File: config.mk
export PLATFORM = sky130hd
export DESIGN_NAME = tccw_front
export DESIGN_NICKNAME = d
export VERILOG_FILES = /design/src/design/tccw_pkg.sv /design/src/design/tccw_front.sv
export SDC_FILE = /design/constraint.sdc
export NUM_CORES = 1
export LEC_CHECK = 0
export ABC_AREA = 1
export BUFFER_PORTS_ARGS = -buffer_cell sky130_fd_sc_hd__buf_2
export CORE_AREA = 2 2 39 41
export DETAILED_ROUTE_END_ITERATION = 16
export DIE_AREA = 0 0 41 43
export PLACE_DENSITY = 0.8
export SYNTH_ARGS = -nofsm -noshare
export SYNTH_HDL_FRONTEND = slang
export SYNTH_SLANG_ARGS = --single-unit
export TNS_END_PERCENT = 30
File: constraint.sdc
create_clock -name vclk -period 0.8
set_input_delay 0.16 -clock vclk [all_inputs]
set_output_delay 0.16 -clock vclk [all_outputs]
set_load 0.01 [all_outputs]
File: src/design/tccw_pkg.sv
// Shared types and constants for the text console character writer.
package tccw_pkg;

   // Cell and character codes
   localparam logic [15:0] BLANK_CELL = 16'h0700;
   localparam logic [7:0]  CH_BELL    = 8'd7;
   localparam logic [7:0]  CH_BS      = 8'd8;
   localparam logic [7:0]  CH_LF      = 8'd10;
   localparam logic [7:0]  CH_CR      = 8'd13;
   localparam logic [7:0]  CH_SPACE   = 8'h20;

   // Request commands
   localparam logic CMD_PUT  = 1'b0;
   localparam logic CMD_READ = 1'b1;

   // Command queue between front and back
   localparam int QUEUE_DEPTH = 2;
   localparam int QPTR_W      = 1;

   typedef struct packed {
      logic       cmd;
      logic [7:0] char_code;
      logic [7:0] attr_byte;
      logic [4:0] read_row;
      logic [6:0] read_col;
   } req_type;

   typedef struct packed {
      logic [4:0]  cursor_row;
      logic [6:0]  cursor_col;
      logic        bell;
      logic        scrolled;
      logic [15:0] cell_data;
   } rsp_type;

   typedef enum logic [2:0] {
      K_PUT  = 3'd0,
      K_CR   = 3'd1,
      K_LF   = 3'd2,
      K_BS   = 3'd3,
      K_BELL = 3'd4,
      K_READ = 3'd5
   } kind_type;

   typedef struct packed {
      kind_type   kind;
      logic [7:0] char_code;
      logic [7:0] attr_byte;
      logic [4:0] read_row;
      logic [6:0] read_col;
      logic       read_ok;
   } entry_type;

endpackage

File: src/design/tccw_front.sv
// Front end: accepts request beats and classifies them into queue entries.
module tccw_front import tccw_pkg::*; #(
   parameter int SCREEN_COLS = 80,
   parameter int SCREEN_ROWS = 25
) (
   input  logic      req_valid,
   output logic      req_stall,
   input  req_type   req_data,
   input  logic      q_full,
   input  logic      clearing,
   output logic      push,
   output entry_type push_entry
);

   kind_type kind;

   always_comb begin
      if (req_data.cmd == CMD_READ) begin
         kind = K_READ;
      end else begin
         case (req_data.char_code)
            CH_CR:   kind = K_CR;
            CH_LF:   kind = K_LF;
            CH_BS:   kind = K_BS;
            CH_BELL: kind = K_BELL;
            default: kind = K_PUT;
         endcase
      end
   end

   assign req_stall = q_full || clearing;
   assign push      = req_valid && !req_stall;

   assign push_entry.kind      = kind;
   assign push_entry.char_code = req_data.char_code;
   assign push_entry.attr_byte = req_data.attr_byte;
   assign push_entry.read_row  = req_data.read_row;
   assign push_entry.read_col  = req_data.read_col;
   // out-of-screen reads return zero
   assign push_entry.read_ok   = (9'(req_data.read_row) < 9'(SCREEN_ROWS)) &&
                                 (9'(req_data.read_col) < 9'(SCREEN_COLS));

endmodule

==> summary.txt, run 1 <==
STA
  – PnR worst setup slack: -123.7 ps
  – Setup Viol. Count Final: 4
  – RSZ-0062 raised after global routing: true
  – Fmax: 1083 MHz
  – Minimum clock period: 923.7 ps
  – Pin slew with the least headroom to its limit: 112.9 ps
  – Fin. Hold Viols: 0
  – Pins Over Slew Limit: 0
  – Tcrit/Tclk final: 1.155
  – Final setup TNS: -317.4 ps
  – Slew margin rel.: 0.9243

Die
  – # IOs: 66
  – Core box area: 1384 µm²
  – Core Rows: 14
  – DIE HEIGHT: 43 µm
  – Chip width: 41 µm
  – Die ar.: 1763 µm²
  – Starting density of the core: 0.2369

Route
  – Detailed Routing Iterations Pass 1: 3
  – Wirelength, routed: 711 µm
  – First DRT Iteration DRCs: 6
  – Vias: 355
  – Post-DR wirelength/cell: 8.267 µm
  – ANT nets after route: 0
  – Vias per cell: 4.128
  – Residual DRC: 0

Yosys
  – Share of the synthesized area in the top cell type: 0.6412
  – Post-Syn Area per Cell: 6.071 µm²
  – Main combinational cell family by area after synthesis: buffers and inverters
  – Synth Area in XOR/XNOR: 0
  – Synthesized area: 327.8 µm²
  – Library cells used by synthesis: 11
  – Post-Syn Instances: 54
  – Top post-synthesis cells by area: buf_4, nand2_1, nor2_1, inv_1, nor3_2
  – Seq/Total Area, Yosys: 0
  – Area leader, netlist: buf_4
  – Syn nets: 86
  – Compound-cell area share of the yosys netlist: 0.05344
  – Adder-cell share of the synthesized area: 0
  – Post-synthesis mux area share: 0
  – Syn. warnings: 0
  – Simple logic cell fraction of the synthesized area: 0.2481

Critical path
  – Worst-path fanout max: 2
  – Slowest stage delay, CP: 240 ps
  – Critical-path cell list: buf_6 -> or2_4 -> nand2_1 -> nand2_1 -> nand2_1 -> buf_2
  – CP required: 640 ps
  – Most common cell on crit path: nand2_1
  – Crit Path Class: primary input to primary output
  – Critical Path Sink: push_entry[29]
  – CP Launch Type: primary input
  – Crit path from: req_data[20]
  – Critical-path top delay cell: or2_4
  – CP endpoint kind: primary output
  – Critical Path AT: 760 ps

Run status
  – Failing checks: setup timing
  – Outcome: finished, violations left

Placement
  – PortBufs: 42
  – DP Wirelength: 612.7 µm
  – Placed cells: 86
  – Placer Congestion: 0.6081
  – Post-Place Cell Area: 365.4 µm²

Power
  – Sw frac: 0.4576
  – Leakage: 0.2705 nW
  – Sequential Power Share: 0
  – Clock Power Share: 0
  – Comb power frac: 1.000
  – Peak VDD IR: 0.1563 mV
  – Power per Cell Area: 515.3 nW/µm²
  – Internal: 0.1234 mW
  – Switch Pwr: 0.1041 mW

Global route
  – Number of global-route vias before repair: 302
  – Initial antenna violation count: 0
  – Largest net degree at the start of global routing: 5
  – Global route overflow: 0
  – First-pass GRT wire length: 1000 µm
  – GRT Total Usage: 0.07393

Cells and area
  – # fillers: 160
  – P&R area growth vs syn: 34.73%
  – Nets: 104
  – Core Util, Final: 0.3192
  – Sequential Area: 0 µm²
  – Clock buf count: 0
  – Seq Cell Count: 0
  – Final cell count without fillers: 86
  – Layout cell share with drive strength beyond 1: 0.7714
  – Post-route cell area: 441.7 µm²
  – Ant. Diodes: 0

Job
  – Max-Cap Viols: 0

Hold path
  – Worst hold path class: primary input to primary output

CTS
  – Hold_buf cts: 0
metal layers:
metal,up-vias,wire length (µm),global-route usage
met1,137,212,0.05063
met5,-,0,0
met2,43,311,0.1594
li1,169,-,-
met4,0,22,0.04000
met3,6,164,0.005236
cell usage after synthesis:
| master | n |
|---|---|
| inv_1 | 5 |
| or2_1 | 1 |
| or2_2 | 1 |
| o21ai_0 | 1 |
| o21a_1 | 1 |
| nand2_1 | 8 |
| a21oi_1 | 1 |
| nor2_1 | 6 |
| nand4_1 | 1 |
| nor3_2 | 1 |
| buf_4 | 28 |
cells by family (layout without fill, tap and decap cells):
kind of cell / Yosys count / after routing
AOI/OAI and AO/OA: 3 / 3
buffers and inverters: 33 / 49
and+or+nand+nor: 18 / 18
through the flow:
stage          power [mW]  setup WS (ps)  hold slack, ps
6_report           0.2276         -123.7           320.0
5_1_grt            0.2560         -167.9           320.0
4_1_cts            0.1923         -153.2           320.1
3_5_place_dp       0.1872         -157.7           320.1
3_3_place_gp       0.1829         -153.7           320.1
2_1_floorplan      0.1854          13.46           409.3
what timing repair did:
item	CTS	global route
endpoints found under the setup margin	6	6
buffers inserted	0	0
pin swaps	1	8
resized for setup	2	17
power by group through the flow:
stage / sequential [mW] / combinational, mW / clock (mW)
floorplan: 0 / 0.185 / 0
detailed placement: 0 / 0.187 / 0
global placement: 0 / 0.183 / 0
CTS: 0 / 0.192 / 0
finish: 0 / 0.228 / 0
global route: 0 / 0.256 / 0
area by class of cell:
class / instances / area [µm²] / share of cell area
Tap cell: 16 / 20.02 / 0.04533
Inverter: 5 / 18.77 / 0.04249
Multi-Input combinational cell: 21 / 133.9 / 0.3031
Timing Repair Buffer: 44 / 269.0 / 0.6091
worst min path at each step:
stage / cells past startpoint / from / to / slack (ps)
floorplan: 2 / req_valid / push / 410
global placement: 0 / req_data[1] / push_entry[2] / 320
detailed placement: 0 / req_data[1] / push_entry[2] / 320
CTS: 0 / req_data[1] / push_entry[2] / 320
global route: 0 / req_data[19] / push_entry[20] / 320
finish: 0 / req_data[14] / push_entry[15] / 320
placed cells by master (no fill, tap or decap), drive strengths merged:
| cell | netlist | final |
|---|---|---|
| buf | 28 | 44 |
| nand2 | 8 | 8 |
| nor2 | 6 | 6 |
| inv | 5 | 5 |
| or2 | 2 | 2 |
| nor3 | 1 | 1 |
| o21a | 1 | 1 |
| a21oi | 1 | 1 |
| nand4 | 1 | 1 |
| o21ai | 1 | 1 |
worst max-delay path: cells and delay by family:
kind | cells | cell delay [ps]
buffers and inverters | 2 | 210
AND/OR/NAND/NOR | 4 | 400
Note: power is estimated with default switching activity, not from simulation.
==> run 2, diff against run 1 <==
==> constraint.sdc (replaced) <==
create_clock -name vclk -period 0.8
set_input_delay 0 -clock vclk [all_inputs]
set_output_delay 0 -clock vclk [all_outputs]
set_load 0.01 [all_outputs]
==> run 2 against run 1 <==
Against the previous run: the flow now finishes without violations; cell count shrank 2.3%; die area is the same; count of clock-buffer cells in the layout is the same; setup slack gained 270 ps; sequential share of layout area is the same; core utilization shrank 6.8 points; design area shrank 21%; largest power group unchanged; combinational power shrank 23%; power shrank 23%; critical path depth shrank 2; non-clock buffer count shrank 2; via count shrank 10%.
==> summary.txt, run 2 (synthesis results as in run 1) <==
Placement
  – PortBufs: 42
  – DP Wirelength: 565.1 µm
  – Placer Congestion: 0.5830

STA
  – Pin slew with the least headroom to its limit: 134.0 ps
  – Minimum clock period: 657.3 ps
  – Fin. Hold Viols: 0
  – Tcrit/Tclk final: 0.8216
  – Slew margin rel.: 0.9097
  – Setup Viol. Count Final: 0
  – RSZ-0062 raised after global routing: false
  – Pins Over Slew Limit: 0
  – Fmax: 1521 MHz
  – WHS: 0.003647 ps
  – Final setup TNS: 0 ps

Route
  – Vias: 318
  – Post-DR wirelength/cell: 7.310 µm
  – First DRT Iteration DRCs: 4
  – Residual DRC: 0
  – Wirelength, routed: 614 µm
  – Vias per cell: 3.786
  – ANT nets after route: 0
  – Detailed Routing Iterations Pass 1: 3

Cells and area
  – Nets: 102
  – Layout cell share with drive strength beyond 1: 0.6471
  – Sequential Area: 0 µm²
  – Ant. Diodes: 0
  – # fillers: 161
  – Clock buf count: 0
  – P&R area growth vs syn: 6.107%
  – Commonest non-fill, non-tap cells in the layout: buf_2, nand2_1, nor2_1, inv_1
  – Multi-input logic area: 98.84 µm²
  – Seq Cell Count: 0
  – Commonest non-fill, non-tap cell in the layout: buf_2

Run status
  – Outcome: finished, final reports clean

Global route
  – Largest net degree at the start of global routing: 5
  – GRT Total Usage: 0.05195
  – Number of global-route vias before repair: 217
  – First-pass GRT wire length: 710 µm
  – Initial antenna violation count: 0
  – Global route overflow: 0

CTS
  – Setup bufs post-CTS: 0
  – Post-CTS Resized: 0
  – Hold_buf cts: 0

Critical path
  – Crit Path Class: primary input to primary output
  – Critical Path AT: 660 ps
  – CP endpoint kind: primary output
  – CP required: 800 ps
  – CP Launch Type: primary input
  – Worst-path fanout max: 4

Die
  – # IOs: 66
  – DIE HEIGHT: 43 µm
  – Core Rows: 14
  – Die ar.: 1763 µm²
  – Chip width: 41 µm
  – Core box area: 1384 µm²
  – Starting density of the core: 0.2369

Job
  – Max-Cap Viols: 0

Power
  – Leakage: 0.2338 nW
  – Power per Cell Area: 505.3 nW/µm²
  – Final Total Pwr: 0.1757 mW
  – Peak VDD IR: 0.1175 mV

Hold path
  – Worst hold path class: primary input to primary output
==> run 2: changes by cell type in the layout (fill, tap and decap cells not counted), moves of 2 or more <==
cell | previous run | this run
nor2_4 | 2 | 0
nor2_1 | 1 | 6
buf_4 | 2 | 0
or2_4 | 2 | 0
buf_6 | 7 | 0
buf_2 | 35 | 42
nor2_2 | 3 | 0
==> run 2: worst max-delay path, cell delays in order <==
cell and delay [ps]:
buf_2 110, or2_1 250, nor3_2 150, buf_2 150
==> run 2: layout make-up <==
type / instances / area share
Timing Repair Buffer: 42 / 0.6043
Multi-Input combinational cell: 21 / 0.2842
Tap cell: 16 / 0.05755
Inverter: 5 / 0.05396
==> run 2: through the flow <==
stage	utilization	instances	instance area, µm²	setup WS, ps
after global placement	0.2514	84	347.8	156.9
final	0.2514	84	347.8	142.7
after floorplan	-	54	327.8	300.1
after global routing	0.2514	84	347.8	87.89
after CTS	0.2514	84	347.8	138.1
after detailed placement	0.2514	84	347.8	138.1
==> run 2: per-layer routing <==
layer  track usage  wire length (µm)  up-vias
met4      0.006667                 0        0
li1              -                 -      163
met2        0.1063               259       29
met1       0.04747               218      126
met5             0                 0        -
met3       0.01047               137        0
==> run 2: worst paths after layout <==
check	startpoint	end	slack [ps]	cells after the start
max	req_data[20]	push_entry[30]	140	4
min	req_data[18]	push_entry[19]	0.004	0
==> run 2: power by group <==
group | leakage, nW | switching (mW) | internal [mW]
clock network | 0 | 0 | 0
registers | 0 | 0 | 0
logic | 0.234 | 0.0889 | 0.0869
==> run 3, diff against run 2 <==
--- a/config.mk
+++ b/config.mk
@@ -5,12 +5,12 @@
 export SDC_FILE = /design/constraint.sdc
 export NUM_CORES = 1
 export LEC_CHECK = 0
-export ABC_AREA = 1
+export ABC_AREA = 0
 export BUFFER_PORTS_ARGS = -buffer_cell sky130_fd_sc_hd__buf_2
 export CORE_AREA = 2 2 39 41
 export DETAILED_ROUTE_END_ITERATION = 16
 export DIE_AREA = 0 0 41 43
-export PLACE_DENSITY = 0.8
+export PLACE_DENSITY = 0.79
 export SYNTH_ARGS = -nofsm -noshare
 export SYNTH_HDL_FRONTEND = slang
 export SYNTH_SLANG_ARGS = --single-unit
==> run 3 against run 2 <==
Against the previous run: via count shrank 3.5%; design area is the same; routed wire length grew 3.6%; count of clock-buffer cells in the layout is the same; global-route usage grew 1.1 points; cell count shrank 14%; power grew 5.1%; non-clock buffer count is the same; first-iteration DRC count shrank 100%; largest cell class unchanged.
==> summary.txt, run 3 <==
Power
  – Power per Cell Area: 531.2 nW/µm²
  – Peak VDD IR: 0.1150 mV
  – Leakage: 0.2181 nW

Job
  – Max-Cap Viols: 0

Global route
  – Initial antenna violation count: 0
  – Global route overflow: 0
  – First-pass GRT wire length: 814 µm
  – Number of global-route vias before repair: 265
  – GRT Total Usage: 0.06294
  – Largest net degree at the start of global routing: 5

Critical path
  – Crit Path Class: primary input to primary output
  – Cell family with most CP delay: simple AND/OR/NAND/NOR gates
  – Worst-path fanout max: 3
  – Slowest stage delay, CP: 310 ps
  – Critical-path cell list: buf_6 -> nor4_4 -> a41o_1 -> buf_2
  – Stages on the worst setup path: 4
  – Critical Path AT: 740 ps
  – Critical Path Sink: push_entry[31]
  – CP endpoint kind: primary output
  – CP required: 800 ps
  – Critical-path top delay cell: nor4_4
  – WP buf/inv: 2
  – Crit path from: req_data[26]
  – CP Launch Type: primary input

Yosys
  – Seq/Total Area, Yosys: 0
  – Top post-synthesis cells by area: buf_4, nor4_4, a41o_1, o311ai_0, xnor2_1
  – Synthesized area: 315.3 µm²
  – Area leader, netlist: buf_4
  – Syn nets: 74
  – Syn. warnings: 0
  – Commonest cells in the netlist: buf_4, a41o_1, inv_1
  – Library cells used by synthesis: 13
  – Post-Syn Instances: 42
  – Post-Syn Area per Cell: 7.507 µm²
  – Share of the synthesized area in the top cell type: 0.6667
  – Top-count cell post-synth: buf_4

Die
  – Die ar.: 1763 µm²
  – Starting density of the core: 0.2278
  – # IOs: 66
  – DIE HEIGHT: 43 µm
  – Chip width: 41 µm
  – Core Rows: 14
  – Core box area: 1384 µm²

Placement
  – DP Wirelength: 563 µm
  – PortBufs: 42
  – Placer Congestion: 0.6595
  – DP Worst Slack: 32.61 ps

STA
  – PnR worst setup slack: 62.32 ps
  – Final setup TNS: 0 ps
  – Pin slew with the least headroom to its limit: 254.0 ps
  – RSZ-0062 raised after global routing: false
  – Slew margin rel.: 0.8294
  – Setup Viol. Count Final: 0
  – Minimum clock period: 737.7 ps
  – Tcrit/Tclk final: 0.9221
  – Fmax: 1356 MHz
  – Fin. Hold Viols: 0
  – Pins Over Slew Limit: 0

Cells and area
  – Ant. Diodes: 0
  – Commonest non-fill, non-tap cells in the layout: buf_2, inv_1, a41o_1, buf_6
  – P&R area growth vs syn: 10.32%
  – Sequential Area: 0 µm²
  – Layout cell share with drive strength beyond 1: 0.7857
  – Clock buf count: 0
  – Seq Cell Count: 0
  – Commonest non-fill, non-tap cell in the layout: buf_2
  – Nets: 90

Route
  – Vias: 307
  – Vias per cell: 4.264
  – First DRT Iteration DRCs: 0
  – Residual DRC: 0
  – Post-DR wirelength/cell: 8.833 µm
  – Detailed Routing Iterations Pass 1: 1
  – ANT nets after route: 0
  – Wirelength, routed: 636 µm

CTS
  – Setup bufs post-CTS: 0

Run status
  – Outcome: finished, final reports clean

Hold path
  – Worst hold path class: primary input to primary output
run 3: area by class of cell:
cell class | count | area, µm²
well taps | 16 | 20.02
inverters | 2 | 7.507
multi-input cells | 12 | 97.59
fillers | 156 | 1036
repair buffers | 42 | 222.7
run 3: cells by family (layout without fill, tap and decap cells):
family | after synthesis | in the layout | share of synthesized area
buf+inv | 30 | 44 | 0.6905
xor+xnor | 1 | 1 | 0.02778
compound gates | 4 | 4 | 0.1071
simple gates | 7 | 7 | 0.1746
run 3: through the flow:
| step | cell area, µm² | total power [mW] | hold WS [ps] | cells | util |
|---|---|---|---|---|---|
| after CTS | 335.3 | 0.1808 | 0.06862 | 72 | 0.2423 |
| after floorplan | 315.3 | 0.1791 | 87.13 | 42 | - |
| final | 347.8 | 0.1848 | 0.004472 | 72 | 0.2514 |
| after global routing | 347.8 | 0.2065 | 0.01722 | 72 | 0.2514 |
| after global placement | 335.3 | 0.1762 | 0.06862 | 72 | 0.2423 |
| after detailed placement | 335.3 | 0.1803 | 0.06862 | 72 | 0.2423 |
run 3: how the worst min path moves through the flow:
stage | from | to | slack [ps] | depth (start not counted)
final | req_data[15] | push_entry[16] | 0.004 | 0
after global routing | req_data[0] | push_entry[1] | 0.02 | 0
after detailed placement | req_data[12] | push_entry[13] | 0.07 | 0
after CTS | req_data[12] | push_entry[13] | 0.07 | 0
after global placement | req_data[12] | push_entry[13] | 0.07 | 0
after floorplan | req_valid | push | 90 | 2
run 3: power by group:
part / total, mW / switching, mW / internal, mW
Sequential: 0 / 0 / 0
Clock: 0 / 0 / 0
Combinational: 0.185 / 0.0892 / 0.0956
Total: 0.185 / 0.0892 / 0.0956
run 3: what timing repair did:
| item | in CTS | in global routing |
|---|---|---|
| gates resized for setup | 0 | 4 |
| endpoints found under the setup margin | 0 | 3 |
| hold buffers | 0 | 0 |
run 3: routing by layer:
layer  share of wire  up-vias  GRT usage
met1            0.28      125    0.01582
li1                -      140          -
met3            0.20        0    0.01571
met2            0.51       42     0.1656
met5               0        -          0
met4               0        0    0.01333
