$ cat config.mk
export PLATFORM = sky130hd
export DESIGN_NAME = tccw_queue
export DESIGN_NICKNAME = d
export VERILOG_FILES = /design/src/design/tccw_pkg.sv /design/src/design/tccw_queue.sv
export SDC_FILE = /design/constraint.sdc
export NUM_CORES = 1
export LEC_CHECK = 0
export ABC_AREA = 0
export BUFFER_PORTS_ARGS = -buffer_cell sky130_fd_sc_hd__buf_2
export CAP_MARGIN = 10
export CELL_PAD_IN_SITES_DETAIL_PLACEMENT = 1
export CELL_PAD_IN_SITES_GLOBAL_PLACEMENT = 1
export CORE_MARGIN = 3
export CORE_UTILIZATION = 35
export CTS_CLUSTER_DIAMETER = 60
export DETAILED_ROUTE_END_ITERATION = 7
export PLACE_DENSITY = 0.65
export SLEW_MARGIN = 40
export SYNTH_ARGS = -nofsm -noshare
export SYNTH_HDL_FRONTEND = slang
export SYNTH_SLANG_ARGS = --single-unit
$ cat constraint.sdc
create_clock -name clock -period 2.4 [get_ports clock]
set_input_delay 0 -clock clock [delete_from_list [all_inputs] [get_ports clock]]
set_output_delay 0 -clock clock [all_outputs]
set_load 0.02 [all_outputs]
$ cat src/design/tccw_pkg.sv
// Shared types and constants for the text console character writer.
package tccw_pkg;

   // Cell and character codes
   localparam logic [15:0] BLANK_CELL = 16'h0700;
   localparam logic [7:0]  CH_BELL    = 8'd7;
   localparam logic [7:0]  CH_BS      = 8'd8;
   localparam logic [7:0]  CH_LF      = 8'd10;
   localparam logic [7:0]  CH_CR      = 8'd13;
   localparam logic [7:0]  CH_SPACE   = 8'h20;

   // Request commands
   localparam logic CMD_PUT  = 1'b0;
   localparam logic CMD_READ = 1'b1;

   // Command queue between front and back
   localparam int QUEUE_DEPTH = 2;
   localparam int QPTR_W      = 1;

   typedef struct packed {
      logic       cmd;
      logic [7:0] char_code;
      logic [7:0] attr_byte;
      logic [4:0] read_row;
      logic [6:0] read_col;
   } req_type;

   typedef struct packed {
      logic [4:0]  cursor_row;
      logic [6:0]  cursor_col;
      logic        bell;
      logic        scrolled;
      logic [15:0] cell_data;
   } rsp_type;

   typedef enum logic [2:0] {
      K_PUT  = 3'd0,
      K_CR   = 3'd1,
      K_LF   = 3'd2,
      K_BS   = 3'd3,
      K_BELL = 3'd4,
      K_READ = 3'd5
   } kind_type;

   typedef struct packed {
      kind_type   kind;
      logic [7:0] char_code;
      logic [7:0] attr_byte;
      logic [4:0] read_row;
      logic [6:0] read_col;
      logic       read_ok;
   } entry_type;

endpackage

$ cat src/design/tccw_queue.sv
// Short command queue between the front and back ends.
module tccw_queue import tccw_pkg::*; (
   input  logic      clock,
   input  logic      reset,
   input  logic      push,
   input  entry_type push_entry,
   input  logic      pop,
   output logic      full,
   output logic      empty,
   output entry_type head
);

   entry_type            entries_ff [QUEUE_DEPTH];
   logic [QPTR_W-1:0]    wr_ptr_ff, wr_ptr_in;
   logic [QPTR_W-1:0]    rd_ptr_ff, rd_ptr_in;
   logic [QPTR_W:0]      count_ff, count_in;

   assign full  = (count_ff == (QPTR_W+1)'(QUEUE_DEPTH));
   assign empty = (count_ff == '0);
   assign head  = entries_ff[rd_ptr_ff];

   always_comb begin
      wr_ptr_in = push ? wr_ptr_ff + 1'b1 : wr_ptr_ff;
      rd_ptr_in = pop  ? rd_ptr_ff + 1'b1 : rd_ptr_ff;
      count_in  = count_ff;
      if (push && !pop) begin
         count_in = count_ff + 1'b1;
      end else if (pop && !push) begin
         count_in = count_ff - 1'b1;
      end
   end

   always_ff @(posedge clock) begin
      if (reset) begin
         wr_ptr_ff <= '0;
         rd_ptr_ff <= '0;
         count_ff  <= '0;
      end else begin
         wr_ptr_ff <= wr_ptr_in;
         rd_ptr_ff <= rd_ptr_in;
         count_ff  <= count_in;
      end
   end

   always_ff @(posedge clock) begin
      if (push) begin
         entries_ff[wr_ptr_ff] <= push_entry;
      end
   end

endmodule

==> summary.md, run 1 <==
| Metric | Value |
|---|---|
| Status | complete, no violations |
| Critical path's slowest cell | mux2_2 |
| Worst Path Arrival | 1.47 ns |
| FF-to-FF End | entries_ff[1][2] |
| Fmax | 0.678 GHz |
| R2R cell count | 2 |
| Synthesized netlist cell count | 122 |
| Mean Syn Cell Area | 20.6 µm² |
| Hold EP | count_ff[0] |
| Fraction of layout instances using a drive strength above 1 | 0.496 |
| H-Tree Depth | 3 |
| CP startpoint kind | register |
| TritonCTS clock tree | built |
| Worst-Margin Slew | 0.440 ns |
| Grt ovf | 0 |
| Routed length per instance | 15.4 µm |
| Post-synthesis cell type count | 17 |
| Flop2flop setup slack | 1.09 ns |
| Remaining antenna violation count | 0 |
| Post-CTS sizing | 0 |
| Peak VDD IR | 0.387 mV |
| CP Class | reg -> out |
| Final Util | 0.518 |
| YS warnings | 0 |
| Slew headroom | 0.706 |
| Horiz. Die Dim | 90.8 µm |
| Min-delay src | push |
| Minimum clock period | 1.47 ns |
| Min-Delay Path Depth | 4 |
| PortBufs | 69 |
| Clk buf depth | 2 |
| Max Cap Viol | 0 |
| Post-Synth Adder-Cell Area | 0.00497 |
| Setup Viol. Count Final | 0 |
| Largest net degree at the start of global routing | 33 |
| RePlAce Congestion | 0.690 |
| DRC Markers | 0 |
| Setup TNS | 0 ns |
| Top cell type's share of synthesized area | 0.763 |
| CP Cell Sequence | buf_4 -> mux2_2 -> buf_2 |
| Placeable core area | 6870 µm² |
| Vias in the first global route | 1701 |
| TritonRoute pass-1 iters | 4 |
| Total Wirelength | 5.20 mm |
| Yosys top cell by area | edfxtp_1 |
| Largest family of logic cells by synthesized area | multiplexers |
| Area grow syn2layout | 41.4% |
| Worst Clk Skew | 0.00385 ns |
| Clk sink count | 69 |
| Xor-xnor portion of the synthesized cell area | 0.0139 |
| Fill count | 683 |
| CP required | 2.40 ns |
| DRT iter0 DRCs | 93 |
| Crit-path max cell delay | 0.38 ns |
| Power Dens Cells | 793 nW/µm² |
| Simple-gate share of the synthesized area | 0.0184 |
| CP endpoint kind | output port |
| Post-synthesis sequential area ratio | 0.803 |
| CTS clk-pin slew, worst paths | 0.07 ns |
| DP HPWL | 3.20 mm |
| Dominant cells by area after synthesis | edfxtp_1 (76%), mux2_2 (13%), dfxtp_1 (4.0%), buf_4 (0.89%), mux2_1 (0.89%) |
| Final period util | 0.615 |
| Row Count | 30 |
| First-pass GRT wire length | 8.25 mm |
| Initial antenna violation count | 0 |
| Num ports | 70 |
| Die height | 90.8 µm |
| Leak Pwr | 1.37 nW |
| Worst flop-to-flop path startpoint | wr_ptr_ff |
| Inserted Clock Buffers | 9 |
| Final Max Tran Viols | 0 |
| RSZ-0062 raised after global routing | false |
| Post-CTS setup buffers | 0 |
| Mapped Area | 2520 µm² |
| Area of the die | 8250 µm² |
| Starting Density | 0.366 |
| Root buffer cell | clkbuf_8 |
| Crit-path max FO | 19 |
| Hold Violations, Final | 0 |
| Number of diodes | 0 |
| Min-Delay Path Class | in -> reg |
| Post-Syn Nets | 159 |
| Vias per cell | 4.31 |
| Yosys reg bits | 69 |
| Vias | 1457 |
| Mux share of post-synthesis cell area | 0.143 |
| Final net count | 274 |
| Compound-Gate Fraction of Synth Area | 0.00398 |
| Gr usage total | 0.133 |
| Clk_lat worst skew | 0.33 ns |
[metrics by stage]
step / std cells / worst slack, ns / hold WS (ns) / area (µm²) / power (W)
2_1_floorplan: 122 / 0.208 / 0.0691 / 2520 / 0.00167
3_5_place_dp: 287 / 1.09 / 0.193 / 2990 / 0.00181
4_1_cts: 338 / 0.872 / 0.151 / 3560 / 0.00286
3_3_place_gp: 287 / 1.13 / 0.190 / 2990 / 0.00179
5_1_grt: 338 / 0.808 / 0.224 / 3560 / 0.00295
6_report: 338 / 0.925 / 0.176 / 3560 / 0.00282
[cells in the mapped netlist, drive strengths merged]
cell,instances
edfxtp,64
mux2,32
dfxtp,5
nor2,5
buf,3
xnor2,2
xor2,2
a21oi,1
and2,1
and2b,1
clkbuf,1
ha,1
inv,1
nor2b,1
o21ai,1
or3,1
[cells in the final DEF (no fill, tap or decap), types with 4 or more instances in the layout]
master and n:
buf_4 4, mux2_2 30, buf_2 69, clkbuf_8 9
edfxtp_1 64, dfxtp_1 5, nor2_1 5, dlygate4sd3_1 35
[how the worst max path moves through the flow]
| stage | from | to | slack, ns |
|---|---|---|---|
| 5_1_grt | register | head[18] | 0.81 |
| 4_1_cts | register | head[14] | 0.87 |
| 3_3_place_gp | wr_ptr_ff | entries_ff[1][5] | 1.13 |
| 3_5_place_dp | wr_ptr_ff | entries_ff[1][10] | 1.09 |
| 2_1_floorplan | wr_ptr_ff | entries_ff[0][0] | 0.21 |
| 6_report | register | head[14] | 0.93 |
[kinds of logic after synthesis]
| family | count (synthesis) |
|---|---|
| multiplexers | 32 |
| flip-flops | 69 |
| XOR/XNOR | 4 |
| AND/OR/NAND/NOR | 9 |
| adder cells (fa/ha/maj) | 1 |
| AO/OA/AOI/OAI | 2 |
| buffers and inverters | 5 |
[power by group]
part	switching [W]	leakage [nW]	internal, W
Combinational	0.000217	0.618	0.000182
Clock	0.000416	0.110	0.000585
Sequential	0.0000229	0.642	0.00140
[critical path, delay by kind of cell, from the launching register on]
kind                   cells  cell delay, ns
buffers and inverters      2            0.43
multiplexers               1            0.38
flip-flops                 1            0.33
[layout make-up]
| cell class | instances | area, µm² | share of cell area |
|---|---|---|---|
| timing repair buffer | 108 | 726 | 0.204 |
| tap | 96 | 120 | 0.0338 |
| clock buffer | 10 | 128 | 0.0359 |
| inverter | 1 | 3.75 | 0.00105 |
| multi-input combinational | 48 | 472 | 0.133 |
| sequential | 69 | 2020 | 0.568 |
| clock inverter | 6 | 87.6 | 0.0246 |
[registers in the layout (all words and copies together) (netlist names), named ones only]
signal and cells:
wr_ptr_ff 1, rd_ptr_ff 1, count_ff 2, entries_ff 64
[per-layer routing]
layer  vias up  global-route usage  part of all wire  wire (µm)
li1        697                   -                 -          -
met3         6              0.0567             0.058        304
met1       702               0.138              0.38       2000
met4         0              0.0540             0.014         75
met5         -                   0                 0          0
met2        52               0.235              0.54       2820
[repair_timing]
item                                    CTS  global route
endpoints found under the setup margin    0             0
hold buffers                             35             0
hold endpoints to repair                 69             0
No activity file was read; power rests on OpenSTA's default activity.
==> run 2, diff against run 1 <==
--- a/config.mk
+++ b/config.mk
@@ -14,7 +14,7 @@
 export CORE_UTILIZATION = 35
 export CTS_CLUSTER_DIAMETER = 60
 export DETAILED_ROUTE_END_ITERATION = 7
-export PLACE_DENSITY = 0.65
+export PLACE_DENSITY = 0.68
 export SLEW_MARGIN = 40
 export SYNTH_ARGS = -nofsm -noshare
 export SYNTH_HDL_FRONTEND = slang
==> constraint.sdc (replaced) <==
create_clock -name clock -period 1.31 [get_ports clock]
set_input_delay 0 -clock clock [delete_from_list [all_inputs] [get_ports clock]]
set_output_delay 0 -clock clock [all_outputs]
set_load 0.02 [all_outputs]
==> run 2 against run 1 <==
Against the previous run:
- the flow now finishes with violations (setup timing)
- wire length increased by 15%
- flip-flop and latch count unchanged
- count of clock-buffer cells in the layout increased by 2
- first-iteration DRC count decreased by 29%
- sequential share of layout area decreased by 5.5 points
- sequential power increased by 85%
- largest power group unchanged
==> summary.md, run 2 (same netlist as run 1, synthesis figures left out) <==
| Metric | Value |
|---|---|
| Status | finished, violations left |
| Failing checks | setup timing |
| Power Dens Cells | 1300 nW/µm² |
| Root buffer cell | clkbuf_8 |
| RePlAce Congestion | 0.654 |
| Peak VDD IR | 0.615 mV |
| R2R cell count | 3 |
| CP Class | reg -> out |
| CTS clk-pin slew, worst paths | 0.07 ns |
| Fill count | 648 |
| Worst-Margin Slew | 0.182 ns |
| Final period util | 1.09 |
| Max FFs per register | 64 |
| Most common cell after layout, fill and taps aside | edfxtp_1 |
| Final net count | 278 |
| Largest net degree at the start of global routing | 24 |
| Area grow syn2layout | 57.0% |
| Vias in the first global route | 1611 |
| Slew headroom | 0.878 |
| Vias | 1522 |
| CP required | 1.31 ns |
| Final Util | 0.575 |
| Gr usage total | 0.140 |
| TritonCTS clock tree | built |
| H-Tree Depth | 3 |
| Setup Viol. Count Final | 31 |
| Starting Density | 0.366 |
| FF-to-FF End | wr_ptr_ff |
| Minimum clock period | 1.43 ns |
| Final setup margin | -0.122 ns |
| DRT iter0 DRCs | 66 |
| Grt ovf | 0 |
| First-pass GRT wire length | 8.58 mm |
| CP endpoint | head[3] |
| Die height | 90.8 µm |
| Worst Clk Skew | 0.00625 ns |
| Clk_lat worst skew | 0.33 ns |
| Number of diodes | 0 |
| Min-Delay Path Class | in -> reg |
| Area of the die | 8250 µm² |
| Vias per cell | 4.45 |
| Leak Pwr | 1.58 nW |
| Clk buf depth | 2 |
| Worst flop-to-flop path startpoint | wr_ptr_ff |
| Most flops, register | entries_ff |
| Most frequent cells in the layout | edfxtp_1 (64), buf_2 (38), dlygate4sd3_1 (35), mux2_4 (31), buf_6 (31) |
| DP HPWL | 3.31 mm |
| Register area | 2030 µm² |
| Worst hold slack | 0.215 ns |
| TritonRoute pass-1 iters | 4 |
| Remaining antenna violation count | 0 |
| Top flop regs | entries_ff: 64 flops, count_ff: 2 flops |
| Initial antenna violation count | 0 |
| Max Cap Viol | 0 |
| Clk sink count | 69 |
| Worst Path Arrival | 1.43 ns |
| DRC Markers | 0 |
| Routed length per instance | 17.4 µm |
| Hold Violations, Final | 0 |
| Min-Delay Path Depth | 4 |
| CP endpoint kind | output port |
| CP startpoint kind | register |
| Fraction of layout instances using a drive strength above 1 | 0.520 |
| RSZ-0062 raised after global routing | true |
| Non-filler cells, final | 342 |
| Inserted Clock Buffers | 9 |
| PortBufs | 69 |
| Placeable core area | 6870 µm² |
| Row Count | 30 |
| Multi-input gate area | 589 µm² |
| Horiz. Die Dim | 90.8 µm |
| Dpl cells | 288 |
| Final Max Tran Viols | 0 |
| Flop2flop setup slack | 0.11 ns |
| Fmax | 0.698 GHz |
| Total Wirelength | 5.96 mm |
| Num ports | 70 |
| Total power | 0.00515 W |
| Worst slack, placed | 0.162 ns |
| Crit-path max FO | 8 |
-- run 2: where the power goes --
part	internal, W	switching, W	total, W
combinational	0.000586	0.000463	0.00105
sequential	0.00256	0.0000606	0.00262
clock	0.000733	0.000741	0.00147
-- run 2: worst min path at each step --
stage                        start                end
floorplan                    reset        count_ff[1]
global placement    push_entry[11]  entries_ff[1][11]
detailed placement  push_entry[23]  entries_ff[1][23]
CTS                           push        count_ff[0]
global route                  push        count_ff[0]
finish                        push        count_ff[0]
-- run 2: repair_timing --
action | in CTS | in global routing
hold buffers | 35 | 0
gates resized for setup | 4 | 94
buffers inserted | 0 | 0
endpoints found under the hold margin | 69 | 0
setup endpoints to repair | 31 | 32
pin swaps | 0 | 0
cloned | 1 | 2
-- run 2: layout make-up --
class | instances | share of cell area
Sequential cell | 69 | 0.513
Timing Repair Buffer | 112 | 0.264
Multi-Input combinational cell | 48 | 0.149
Clock buffer | 12 | 0.0367
Tap cell | 96 | 0.0304
Clock inverter | 4 | 0.00633
Inverter | 1 | 0.000950
-- run 2: critical path, stage by stage (launching register included) --
cell	delay, ns
dfxtp_4	0.44
clkbuf_16	0.20
mux2_4	0.32
buf_6	0.13
-- run 2: metrics by stage --
stage	setup TNS [ns]	instance area [µm²]
6_report	-2.93	3950
5_1_grt	-4.19	3950
4_1_cts	-3.76	3590
3_5_place_dp	0	3040
3_3_place_gp	0	3040
2_1_floorplan	-8.88	2520
-- run 2: per-layer routing --
| layer | track usage | part of all wire | routed length (µm) | vias up |
|---|---|---|---|---|
| met5 | 0 | 0 | 0 | - |
| met4 | 0.0603 | 0.0097 | 58 | 0 |
| met3 | 0.0458 | 0.041 | 247 | 5 |
| met2 | 0.228 | 0.51 | 3020 | 42 |
| met1 | 0.169 | 0.44 | 2630 | 770 |
| li1 | - | - | - | 705 |
==> run 3, diff against run 2 <==
==> constraint.sdc (replaced) <==
create_clock -name clock -period 1.31 [get_ports clock]
set_input_delay 0 -clock clock [delete_from_list [all_inputs] [get_ports clock]]
set_output_delay 0 -clock clock [all_outputs]
set_load 0.01 [all_outputs]
==> run 3 against run 2 <==
Against the previous run:
- the flow still finishes with violations (setup timing)
- count of clock-buffer cells in the layout down 1
- utilization is 2.6 points lower
- highest routed layer unchanged
- sequential power about the same
==> summary.md, run 3 (same netlist as run 1, synthesis figures left out) <==
| Metric | Value |
|---|---|
| Root buffer cell | clkbuf_8 |
| Routed length per instance | 16.8 µm |
| Crit-path max FO | 16 |
| Most common cell after layout, fill and taps aside | edfxtp_1 |
| DRC Markers | 0 |
| Worst slack, placed | 0.113 ns |
| Slew headroom | 0.860 |
| Max Cap Viol | 0 |
| Remaining antenna violation count | 0 |
| Status | finished, violations left |
| Failing checks | setup timing |
| Cell Area, Placed | 3050 µm² |
| CP top delay family | flip-flops |
| TritonCTS clock tree | built |
| Min-Delay Path Class | in -> reg |
| H-Tree Depth | 3 |
| Worst-Margin Slew | 0.209 ns |
| Total Wirelength | 5.72 mm |
| Row Count | 30 |
| Setup TNS | -2.22 ns |
| CP Class | reg -> out |
| DRT iter0 DRCs | 62 |
| Power Dens Cells | 1340 nW/µm² |
| Most flops, register | entries_ff |
| Bufs and invs on worst path | 2 |
| Number of diodes | 0 |
| Area grow syn2layout | 49.9% |
| CP required | 1.31 ns |
| First-pass GRT wire length | 9.24 mm |
| Peak VDD IR | 0.585 mV |
| CP startpoint kind | register |
| Final Util | 0.549 |
| Fmax | 0.712 GHz |
| Final Max Tran Viols | 0 |
| Clk buf depth | 2 |
| Most frequent cells in the layout | edfxtp_1 (64), buf_2 (53), dlygate4sd3_1 (35), mux2_2 (17), buf_6 (16) |
| PortBufs | 69 |
| Post-CTS setup buffers | 0 |
| Leak Pwr | 1.47 nW |
| Grt ovf | 0 |
| Minimum clock period | 1.41 ns |
| Starting Density | 0.366 |
| Post-Layout Inst Area | 3770 µm² |
| Worst Clk Skew | 0.00574 ns |
| Final net count | 276 |
| Inserted Clock Buffers | 9 |
| CTS clk-pin slew, worst paths | 0.07 ns |
| Vias per cell | 4.38 |
| Num ports | 70 |
| Top flop regs | entries_ff: 64 flops, count_ff: 2 flops |
| Initial antenna violation count | 0 |
| Vias in the first global route | 1735 |
| Max FFs per register | 64 |
| Die height | 90.8 µm |
| DP HPWL | 3.51 mm |
| CP endpoint kind | output port |
| RePlAce Congestion | 0.663 |
| Largest net degree at the start of global routing | 24 |
| Total power | 0.00505 W |
| Gr usage total | 0.150 |
| Hold Violations, Final | 0 |
| Horiz. Die Dim | 90.8 µm |
| Final setup margin | -0.0952 ns |
| Placeable core area | 6870 µm² |
| Final period util | 1.07 |
| CP Cell Sequence | buf_12 -> mux2_2 -> buf_2 |
| Setup Viol. Count Final | 31 |
| Critical path's slowest cell | dfxtp_4 |
| Vias | 1490 |
| Clk sink count | 69 |
| Crit-path max cell delay | 0.41 ns |
| Fraction of layout instances using a drive strength above 1 | 0.508 |
| Worst Path Arrival | 1.41 ns |
| Clk_lat worst skew | 0.34 ns |
| RSZ-0062 raised after global routing | true |
| TritonRoute pass-1 iters | 4 |
| Area of the die | 8250 µm² |
## run 3: worst reg2reg max path, stage by stage, from the launching register on
cell and delay [ns]:
dfxtp_1 0.40, and2_2 0.30, buf_12 0.19
## run 3: path summary, 6_finish.rpt
kind	end	slack (ns)	depth (start not counted)	start
max	head[16]	-0.1	3	register
min	entries_ff[0][24]	0.39	2	push_entry[24]
max reg2reg	entries_ff[1][28]	0.12	2	wr_ptr_ff
min reg2reg	rd_ptr_ff	0.53	2	rd_ptr_ff
## run 3: report_power, final
| group | internal [W] | leakage (nW) | switching (W) | total, W |
|---|---|---|---|---|
| combinational | 0.000467 | 0.738 | 0.000341 | 0.000808 |
| clock | 0.000868 | 0.0907 | 0.000762 | 0.00163 |
| sequential | 0.00256 | 0.643 | 0.0000533 | 0.00262 |
| total | 0.00390 | 1.47 | 0.00116 | 0.00505 |
## run 3: area by class of cell
cell class | instances | area [µm²]
Sequential cell | 69 | 2030
Clock buffer | 11 | 131
Multi-Input combinational cell | 48 | 529
Clock inverter | 5 | 51.3
Inverter | 1 | 3.75
Timing Repair Buffer | 110 | 911
Tap cell | 96 | 120
Fill cell | 640 | 3100
## run 3: per-stage QoR
| stage | std cells | hold slack (ns) |
|---|---|---|
| final | 340 | 0.389 |
| after global routing | 340 | 0.380 |
| after CTS | 340 | 0.364 |
| after detailed placement | 288 | 0.194 |
| after global placement | 288 | 0.189 |
| after floorplan | 122 | 0.0691 |
## run 3: repair_timing
action                                  in CTS  in global routing
gates resized for setup                     30                  4
endpoints found under the setup margin      31                 31
hold buffers                                35                  0
cloned                                       1                  0
pin swaps                                    0                  0
endpoints found under the hold margin       69                  0
## run 3: metal layers
| layer | global-route usage | share of wire | vias up |
|---|---|---|---|
| met2 | 0.272 | 0.54 | 47 |
| met5 | 0 | 0 | - |
| li1 | - | - | 705 |
| met4 | 0.0528 | 0.013 | 0 |
| met1 | 0.159 | 0.39 | 732 |
| met3 | 0.0542 | 0.063 | 6 |
